$ cat src/rtl/sca_pkg.sv
// Package for the chunked slot allocator: sizes, field widths, mode and status codes,
// controller command type and address helpers. No dependencies.
`timescale 1ns / 1ps
package sca_pkg;

  localparam int MAX_CHUNKS      = 4;
  localparam int SLOTS_PER_CHUNK = 64;
  localparam int TOTAL_SLOTS     = MAX_CHUNKS * SLOTS_PER_CHUNK;

  localparam int MODE_W   = 2;
  localparam int HANDLE_W = 8;
  localparam int STATUS_W = 2;
  localparam int CFG_W    = 7;
  localparam int CNT_W    = $clog2(TOTAL_SLOTS + 1);
  localparam int CHUNK_W  = (MAX_CHUNKS > 1) ? $clog2(MAX_CHUNKS) : 1;
  localparam int SLOT_W   = $clog2(SLOTS_PER_CHUNK);
  localparam int DEPTH_W  = $clog2(SLOTS_PER_CHUNK + 1);
  localparam int ADDR_W   = $clog2(TOTAL_SLOTS);

  localparam logic [CFG_W-1:0] CFG_RESET = CFG_W'(64);

  localparam logic [MODE_W-1:0] MODE_ALLOC = 2'd0;
  localparam logic [MODE_W-1:0] MODE_FREE  = 2'd1;
  localparam logic [MODE_W-1:0] MODE_QUERY = 2'd2;
  localparam logic [MODE_W-1:0] MODE_RESET = 2'd3;

  localparam logic [STATUS_W-1:0] ST_OK        = 2'd0;
  localparam logic [STATUS_W-1:0] ST_FULL      = 2'd1;
  localparam logic [STATUS_W-1:0] ST_NOT_ALLOC = 2'd2;
  localparam logic [STATUS_W-1:0] ST_RANGE     = 2'd3;

  typedef struct packed {
    logic load;
    logic exec;
  } ctrl_cmd_t;

  function automatic logic [ADDR_W-1:0] slot_addr(input logic [CHUNK_W-1:0] c,
                                                  input logic [SLOT_W-1:0] s);
    return ADDR_W'((int'(c) * SLOTS_PER_CHUNK) + int'(s));
  endfunction

  function automatic logic [DEPTH_W-1:0] clamp_slots(input logic [CFG_W-1:0] v);
    logic [DEPTH_W-1:0] r;
    if (v == '0) begin
      r = DEPTH_W'(1);
    end else if (int'(v) > SLOTS_PER_CHUNK) begin
      r = DEPTH_W'(SLOTS_PER_CHUNK);
    end else begin
      r = DEPTH_W'(v);
    end
    return r;
  endfunction

endpackage

$ cat src/rtl/sca_ctrl.sv
// Controller for the chunked slot allocator: two-state sequencer, load and execute commands,
// result strobe. Depends on sca_pkg.
`timescale 1ns / 1ps
module sca_ctrl (
  input  logic               clk,
  input  logic               rst_n,
  input  logic               start,
  output logic               busy,
  output sca_pkg::ctrl_cmd_t cmd,
  output logic               out_valid
);
  import sca_pkg::*;

  localparam logic S_IDLE = 1'b0;
  localparam logic S_EXEC = 1'b1;

  logic state_r, state_nxt;
  logic out_valid_r;

  always_comb begin
    state_nxt = state_r;
    unique case (state_r)
      S_IDLE: begin
        if (start) state_nxt = S_EXEC;
      end
      S_EXEC: begin
        state_nxt = S_IDLE;
      end
      default: state_nxt = S_IDLE;
    endcase
  end

  always_ff @(posedge clk) begin
    if (!rst_n) begin
      state_r     <= S_IDLE;
      out_valid_r <= 1'b0;
    end else begin
      state_r     <= state_nxt;
      out_valid_r <= (state_r == S_EXEC);
    end
  end

  assign busy      = (state_r == S_EXEC);
  assign cmd.load  = start && (state_r == S_IDLE);
  assign cmd.exec  = (state_r == S_EXEC);
  assign out_valid = out_valid_r;

endmodule

$ cat src/rtl/sca_dp.sv
// Datapath for the chunked slot allocator: free-index stack and allocated-mark memories,
// chunk depths, live count, result registers. Depends on sca_pkg.
`timescale 1ns / 1ps
module sca_dp (
  input  logic                           clk,
  input  logic                           rst_n,
  input  sca_pkg::ctrl_cmd_t             cmd,
  input  logic [sca_pkg::MODE_W-1:0]     in_mode,
  input  logic [sca_pkg::HANDLE_W-1:0]   in_handle,
  input  logic                           cfg_we,
  input  logic [sca_pkg::CFG_W-1:0]      cfg_wdata,
  output logic [sca_pkg::STATUS_W-1:0]   out_status,
  output logic [sca_pkg::HANDLE_W-1:0]   out_granted_handle,
  output logic                           out_is_valid,
  output logic [sca_pkg::CNT_W-1:0]      out_live_count
);
  import sca_pkg::*;

  // storage
  logic [SLOT_W-1:0]      stk_mem [TOTAL_SLOTS];
  logic                   am_mem  [TOTAL_SLOTS];
  logic [DEPTH_W-1:0]     hw_r    [MAX_CHUNKS];
  logic [TOTAL_SLOTS-1:0] am_vld_r;
  logic [DEPTH_W-1:0]     depth_r [MAX_CHUNKS];
  logic [CNT_W-1:0]       total_r, total_nxt;
  logic [DEPTH_W-1:0]     n_r;

  // item registers
  logic [MODE_W-1:0]  mode_r;
  logic [CHUNK_W-1:0] chunk_r;
  logic [SLOT_W-1:0]  slot_r;
  logic               in_range_r;
  logic [ADDR_W-1:0]  h_addr_r;
  logic               alc_hit_r;
  logic [CHUNK_W-1:0] alc_chunk_r;
  logic [DEPTH_W-1:0] alc_depth_r;
  logic [SLOT_W-1:0]  stk_rd_r;
  logic               stk_vrd_r;
  logic               am_rd_r;
  logic               am_vrd_r;

  // result registers
  logic [STATUS_W-1:0] status_r, status_nxt;
  logic [HANDLE_W-1:0] granted_r, granted_nxt;
  logic                valid_r, valid_nxt;

  // load-side decode
  logic [HANDLE_W-1:0] h_chunk_full;
  logic [CHUNK_W-1:0]  h_chunk;
  logic [SLOT_W-1:0]   h_slot;
  logic                h_in_range;
  logic [ADDR_W-1:0]   h_addr;
  logic                alc_hit;
  logic [CHUNK_W-1:0]  alc_chunk;
  logic [ADDR_W-1:0]   stk_raddr;

  // execute-side controls
  logic               alloc_bit;
  logic [SLOT_W-1:0]  alc_slot;
  logic [DEPTH_W-1:0] free_depth;
  logic               stk_we;
  logic [ADDR_W-1:0]  stk_waddr;
  logic               am_set;
  logic               am_clr;
  logic [ADDR_W-1:0]  am_waddr;
  logic               dep_we;
  logic               hw_we;
  logic [CHUNK_W-1:0] dep_idx;
  logic [DEPTH_W-1:0] dep_val;
  logic               pool_clr;

  assign h_chunk_full = HANDLE_W'(in_handle / SLOTS_PER_CHUNK);
  assign h_chunk      = CHUNK_W'(h_chunk_full);
  assign h_slot       = SLOT_W'(in_handle % SLOTS_PER_CHUNK);
  assign h_in_range   = (int'(h_chunk_full) < MAX_CHUNKS) && (DEPTH_W'(h_slot) < n_r);
  assign h_addr       = slot_addr(h_chunk, h_slot);

  // first chunk with room
  always_comb begin
    alc_hit   = 1'b0;
    alc_chunk = '0;
    for (int c = MAX_CHUNKS - 1; c >= 0; c--) begin
      if (depth_r[c] < n_r) begin
        alc_hit   = 1'b1;
        alc_chunk = CHUNK_W'(c);
      end
    end
  end

  assign stk_raddr = slot_addr(alc_chunk, SLOT_W'(depth_r[alc_chunk]));

  always_ff @(posedge clk) begin
    if (cmd.load) begin
      mode_r      <= in_mode;
      chunk_r     <= h_chunk;
      slot_r      <= h_slot;
      in_range_r  <= h_in_range;
      h_addr_r    <= h_addr;
      alc_hit_r   <= alc_hit;
      alc_chunk_r <= alc_chunk;
      alc_depth_r <= depth_r[alc_chunk];
      stk_rd_r    <= stk_mem[stk_raddr];
      stk_vrd_r   <= (depth_r[alc_chunk] < hw_r[alc_chunk]);
      am_rd_r     <= am_mem[h_addr];
      am_vrd_r    <= am_vld_r[h_addr];
    end
    if (stk_we) stk_mem[stk_waddr] <= slot_r;
    if (am_set) am_mem[am_waddr] <= 1'b1;
  end

  assign alloc_bit  = am_vrd_r && am_rd_r;
  assign alc_slot   = stk_vrd_r ? stk_rd_r : SLOT_W'(alc_depth_r);
  assign free_depth = depth_r[chunk_r];

  always_comb begin
    status_nxt  = ST_OK;
    granted_nxt = '0;
    valid_nxt   = 1'b0;
    total_nxt   = total_r;
    stk_we      = 1'b0;
    stk_waddr   = slot_addr(chunk_r, SLOT_W'(free_depth - DEPTH_W'(1)));
    am_set      = 1'b0;
    am_clr      = 1'b0;
    am_waddr    = h_addr_r;
    dep_we      = 1'b0;
    hw_we       = 1'b0;
    dep_idx     = chunk_r;
    dep_val     = free_depth - DEPTH_W'(1);
    pool_clr    = 1'b0;
    if (cmd.exec) begin
      unique case (mode_r)
        MODE_ALLOC: begin
          if (alc_hit_r) begin
            am_set      = 1'b1;
            am_waddr    = slot_addr(alc_chunk_r, alc_slot);
            dep_we      = 1'b1;
            hw_we       = (alc_depth_r == hw_r[alc_chunk_r]);
            dep_idx     = alc_chunk_r;
            dep_val     = alc_depth_r + DEPTH_W'(1);
            total_nxt   = total_r + CNT_W'(1);
            granted_nxt = HANDLE_W'(slot_addr(alc_chunk_r, alc_slot));
          end else begin
            status_nxt = ST_FULL;
          end
        end
        MODE_FREE: begin
          if (!in_range_r) begin
            status_nxt = ST_RANGE;
          end else if (!alloc_bit || free_depth == '0) begin
            status_nxt = ST_NOT_ALLOC;
          end else begin
            am_clr = 1'b1;
            stk_we = 1'b1;
            dep_we = 1'b1;
            if (total_r != '0) total_nxt = total_r - CNT_W'(1);
          end
        end
        MODE_QUERY: begin
          if (!in_range_r) begin
            status_nxt = ST_RANGE;
          end else begin
            valid_nxt = alloc_bit;
          end
        end
        MODE_RESET: begin
          pool_clr  = 1'b1;
          total_nxt = '0;
        end
        default: status_nxt = ST_OK;
      endcase
    end
  end

  always_ff @(posedge clk) begin
    if (!rst_n || cfg_we || pool_clr) begin
      am_vld_r  <= '0;
      total_r   <= '0;
      for (int c = 0; c < MAX_CHUNKS; c++) begin
        depth_r[c] <= '0;
        hw_r[c]    <= '0;
      end
    end else begin
      if (am_set) am_vld_r[am_waddr] <= 1'b1;
      if (am_clr) am_vld_r[am_waddr] <= 1'b0;
      if (dep_we) depth_r[dep_idx] <= dep_val;
      if (hw_we) hw_r[dep_idx] <= dep_val;
      total_r <= total_nxt;
    end
  end

  always_ff @(posedge clk) begin
    if (!rst_n) begin
      n_r <= clamp_slots(CFG_RESET);
    end else if (cfg_we) begin
      n_r <= clamp_slots(cfg_wdata);
    end
  end

  always_ff @(posedge clk) begin
    if (cmd.exec) begin
      status_r  <= status_nxt;
      granted_r <= granted_nxt;
      valid_r   <= valid_nxt;
    end
  end

  assign out_status         = status_r;
  assign out_granted_handle = granted_r;
  assign out_is_valid       = valid_r;
  assign out_live_count     = total_r;

endmodule

$ cat src/rtl/chunked_slot_allocator.sv
// Chunked slot allocator top level: joins the sequencer and the datapath. Depends on sca_pkg.
// A word accepted with start is latched, executed while busy and its result registered with
// out_valid. No new word is taken while busy, owing to the registered read then write of the
// stack and mark memories. The receiver cannot stall; each result is flagged by out_valid
// for one cycle only. Reset, pool reset and a slots_in_use write clear all marks, depths and the
// live count through mark valid bits and a per-chunk stack high-water depth; no clearing pass.
`timescale 1ns / 1ps
module chunked_slot_allocator (
  input  logic                           clk,
  input  logic                           rst_n,
  input  logic                           start,
  output logic                           busy,
  input  logic [sca_pkg::MODE_W-1:0]     in_mode,
  input  logic [sca_pkg::HANDLE_W-1:0]   in_handle,
  output logic                           out_valid,
  output logic [sca_pkg::STATUS_W-1:0]   out_status,
  output logic [sca_pkg::HANDLE_W-1:0]   out_granted_handle,
  output logic                           out_is_valid,
  output logic [sca_pkg::CNT_W-1:0]      out_live_count,
  input  logic                           cfg_we,
  input  logic [sca_pkg::CFG_W-1:0]      cfg_wdata
);
  import sca_pkg::*;

  ctrl_cmd_t cmd;

  sca_ctrl u_ctrl (
    .clk       (clk),
    .rst_n     (rst_n),
    .start     (start),
    .busy      (busy),
    .cmd       (cmd),
    .out_valid (out_valid)
  );

  sca_dp u_dp (
    .clk                (clk),
    .rst_n              (rst_n),
    .cmd                (cmd),
    .in_mode            (in_mode),
    .in_handle          (in_handle),
    .cfg_we             (cfg_we),
    .cfg_wdata          (cfg_wdata),
    .out_status         (out_status),
    .out_granted_handle (out_granted_handle),
    .out_is_valid       (out_is_valid),
    .out_live_count     (out_live_count)
  );

endmodule

$ cat config.mk
export PLATFORM = sky130hd
export DESIGN_NAME = chunked_slot_allocator
export DESIGN_NICKNAME = d
export VERILOG_FILES = /design/src/rtl/sca_pkg.sv /design/src/rtl/sca_ctrl.sv /design/src/rtl/sca_dp.sv /design/src/rtl/chunked_slot_allocator.sv
export SDC_FILE = /design/constraint.sdc
export NUM_CORES = 2
export LEC_CHECK = 0
export BUFFER_PORTS_ARGS = -buffer_cell sky130_fd_sc_hd__buf_4
export CAP_MARGIN = 0
export CORE_ASPECT_RATIO = 1.75
export CORE_MARGIN = 8
export CORE_UTILIZATION = 34
export DETAILED_ROUTE_END_ITERATION = 16
export PLACE_DENSITY = 0.45
export SYNTH_ARGS = -nofsm -noshare
export SYNTH_HDL_FRONTEND = slang
export SYNTH_SLANG_ARGS = --single-unit
$ cat constraint.sdc
create_clock -name clk -period 7 [get_ports clk]
set_input_delay 0 -clock clk [delete_from_list [all_inputs] [get_ports clk]]
set_output_delay 0 -clock clk [all_outputs]
set_load 0.01 [all_outputs]
==> results.toml <==
[flow_run]
max_cap_violations = 0

[logic_synthesis]
synth_edf_count = 1632
ys_types = 61
ys_seq_elements = 1910
synth-async-reset-ratio = 0
syn_inst = 6245
synthFlopType = "edfxtp_1"
syn_area_per_cell_um2 = 12.63
yosysTopAreaCellShare = 0.6214
synth_largest_area_cell = "edfxtp_1"
synth_fp_nets = 6315
synth_area_um2 = 78860
yosysWarningCount = 0
yosys-top-cells-area = "edfxtp_1 62%, dfxtp_1 7.1%, nand2_1 6.3%, a21oi_1 3.6%, mux4_2 2.8%"
synth-seq-area-share = 0.6920

[floorplanning]
rows = 234
start_util = 0.3409
die_h_um = 653.1
die-area_um2 = 248200
die_x_um = 380.1
core_area_um2 = 231300
io_pins = 43

[placed_design]
place_congestion = 0.8867
post-dp-hpwl_mm = 163.6
port_buffers = 42
detailed_place.area_um2 = 82640

[final_layout]
final_area_um2 = 88680
final_core_util = 0.3834
drive_gt1_frac = 0.09241
area_growth_pct = 12.45
fin_nets = 6258

[grt]
grt_max_degree = 216
grt_pass1_vias = 51050
antenna_found_initial = 4
grt-ovfl-total = 0
grt_pass1_wl_mm = 370.7
grt_usage = 0.2001

[detailed_routing]
routedWlPerCell_um = 27.50
antenna_left = 0
remaining_drc_errors = 0
first_pass_iters = 5
drt-total-wl_mm = 258.3
viasPerCell = 5.374
drt_iter0_drc = 3984
vias = 50480

[sta]
clock_skew_ps = 49.00
period_needed_ps = 6349
final.setup.tns_ps = 0
setup_viol = 0
fmax_mhz = 157.5
drv_slew = 0
hold_violations = 0
slew_headroom = 0.1434
tightest_slew_ps = 1280
fin_crit_sh = 0.9070
rsz0062_at_grt = "false"

[clocking]
numCtsBuffers = 182
cts_root_buf = "clkbuf_16"
path_clk_slew_ps = 70
cts_tree = "yes"
post_cts_buffers = 0
clock_sink_count = 1910
cts_resized = 0
h-tree-depth = 4
cts_buffer_depth = 4
insertion_delay_ps = 850

[power]
switchingPower_uw = 7263
intPower_uw = 18910
share_seq_of_total_power = 0.477
finalPower_uw = 26170
pwr-share-clk = 0.375
power.leakage_uw = 0.02933
netSwitchingFraction = 0.2775
power_density_nw_per_um2 = 295.1
p_comb_frac = 0.149
ir_drop_mv = 0.1942

[worst_setup_path]
cp-end-kind = "register"
crit_type = "reg -> reg"
rr_worst_depth = 16
startpoint_type = "register"
cp.required_ps = 7540
worst_ep_arrival_time_ps = 6890
cp_max_fo = 49

[worst_hold_path]
hold_class = "in -> reg"
hold_depth = 3

[outcome]
status = "complete, no violations"
[cell usage in the layout, fill, tap and decap left out, drive strengths merged, types with 13 or more instances in the layout]
cell type | netlist | routed
edfxtp | 1632 | 1632
nand2 | 1315 | 1315
a21oi | 565 | 565
nor2 | 415 | 415
dfxtp | 278 | 278
nand3 | 275 | 275
a211oi | 261 | 261
clkbuf | 288 | 234
mux2i | 203 | 203
buf | 173 | 186
mux4 | 99 | 99
o22ai | 97 | 97
nor4 | 66 | 66
a311oi | 66 | 66
clkinv | 1 | 65
a32oi | 53 | 53
o21ai | 52 | 52
ha | 48 | 48
and3 | 44 | 44
inv | 41 | 43
dlygate4sd3 | 0 | 34
a31oi | 27 | 27
nor3 | 25 | 25
nand4 | 22 | 22
or4 | 20 | 20
a32o | 18 | 18
xnor2 | 17 | 17
a21o | 16 | 16
or3 | 16 | 16
nand2b | 14 | 14
and2 | 13 | 13
o41ai | 13 | 13
bufinv | 0 | 13
[metrics by stage]
stage	cells	worst slack (ps)	hold WS, ps
final	9393	651.1	67.26
after global routing	9389	583.1	53.19
after CTS	9388	826.9	3.329
after floorplan	6245	2106	98.87
after detailed placement	9038	860.9	181.0
after global placement	9038	864.2	184.0
[kinds of logic after synthesis]
logic type,Yosys count,synth area share
xor gates and xnor gates,23,0.002554
AOI/OAI and AO/OA,1215,0.09797
buffers and inverters,503,0.02662
and+or+nand+nor,2239,0.1183
muxes,306,0.05461
DFF,1910,0.6920
adders and majority gates,49,0.007870
[repair_timing]
item | in CTS | in global routing
hold endpoints to repair | 68 | 0
hold buffers | 34 | 0
setup endpoints to repair | 0 | 0
[flip-flops by register name (all words and copies together), names as in the netlist, named ones only]
| name | count |
|---|---|
| u_dp.stk_rd_r | 6 |
| u_dp.depth_r | 28 |
| u_dp.in_range_r | 1 |
| u_dp.stk_mem | 1536 |
| u_dp.out_live_count | 9 |
| u_dp.stk_vrd_r | 1 |
| u_dp.alc_hit_r | 1 |
| u_dp.mode_r | 2 |
| u_dp.out_granted_handle | 8 |
| u_dp.am_vld_r | 256 |
| u_dp.alc_depth_r | 7 |
| u_dp.out_status | 2 |
| u_dp.alc_chunk_r | 2 |
| u_dp.n_r | 7 |
| u_dp.hw_r | 28 |
| u_ctrl.out_valid | 1 |
| u_ctrl.busy | 1 |
| u_dp.am_vrd_r | 1 |
| u_dp.h_addr_r | 8 |
| u_dp.out_is_valid | 1 |
[power groups by stage]
stage	clock [uW]	sequential [uW]	combinational (uW)
2_1_floorplan	0	12800	2130
3_3_place_gp	0	12700	3940
3_5_place_dp	0	12700	3920
4_1_cts	10000	12500	3950
5_1_grt	10400	12500	4120
6_report	9800	12500	3890
[cell type report]
type,instances,area [um^2]
Sequential cell,1910,54570
Clock inverter,82,716.9
Antenna cell,5,12.51
Clock buffer,234,4962
Fill cell,22260,142600
Inverter,42,173.9
Timing Repair Buffer,220,1974
Multi-Input combinational cell,3832,22420
Tap cell,3068,3839
[synthesized netlist by cell type, drive strengths merged (22+ instances only)]
| cell type | n |
|---|---|
| o21ai | 52 |
| a211oi | 261 |
| nand3 | 275 |
| nor3 | 25 |
| a311oi | 66 |
| buf | 173 |
| edfxtp | 1632 |
| mux4 | 99 |
| a21oi | 565 |
| nor2 | 415 |
| nand4 | 22 |
| mux2i | 203 |
| nor4 | 66 |
| clkbuf | 288 |
| a32oi | 53 |
| ha | 48 |
| and3 | 44 |
| inv | 41 |
| o22ai | 97 |
| dfxtp | 278 |
| a31oi | 27 |
| nand2 | 1315 |
[final timing paths]
check                              startpoint  slack, ps                            end
min                                     rst_n         70       u_dp.n_r[4]$_SDFFE_PN0P_
max reg2reg  u_dp.depth_r[0][2]$_SDFFCE_PN0P_        650     u_dp.stk_rd_r[0]$_DFFE_PP_
max          u_dp.depth_r[0][2]$_SDFFCE_PN0P_        650     u_dp.stk_rd_r[0]$_DFFE_PP_
min reg2reg     u_dp.am_vld_r[126]$_SDFF_PP0_        520  u_dp.am_vld_r[126]$_SDFF_PP0_
[worst max-delay path, cell delays in order, from the launching register on]
cell      delay [ps]
edfxtp_1         480
ha_1             340
nand2_1           60
o21ai_1          220
a41oi_1          340
or2_0            520
o32ai_4          860
inv_2            120
nand2_4          570
buf_12           300
buf_4            260
a21oi_1           60
or4_1            500
a21oi_1          340
o21ai_1          140
a21oi_1          540
o22ai_1          200
[per-layer routing]
layer | vias to the layer above | wire length (um) | share of wire | global-route usage
met5 | - | 0 | 0 | 0
met4 | 0 | 13770 | 0.053 | 0.09432
met3 | 443 | 8935 | 0.035 | 0.01884
met2 | 1274 | 138500 | 0.54 | 0.3752
met1 | 25620 | 97130 | 0.38 | 0.2280
li1 | 23140 | - | - | -
No activity file was read; power rests on OpenSTA's default activity.
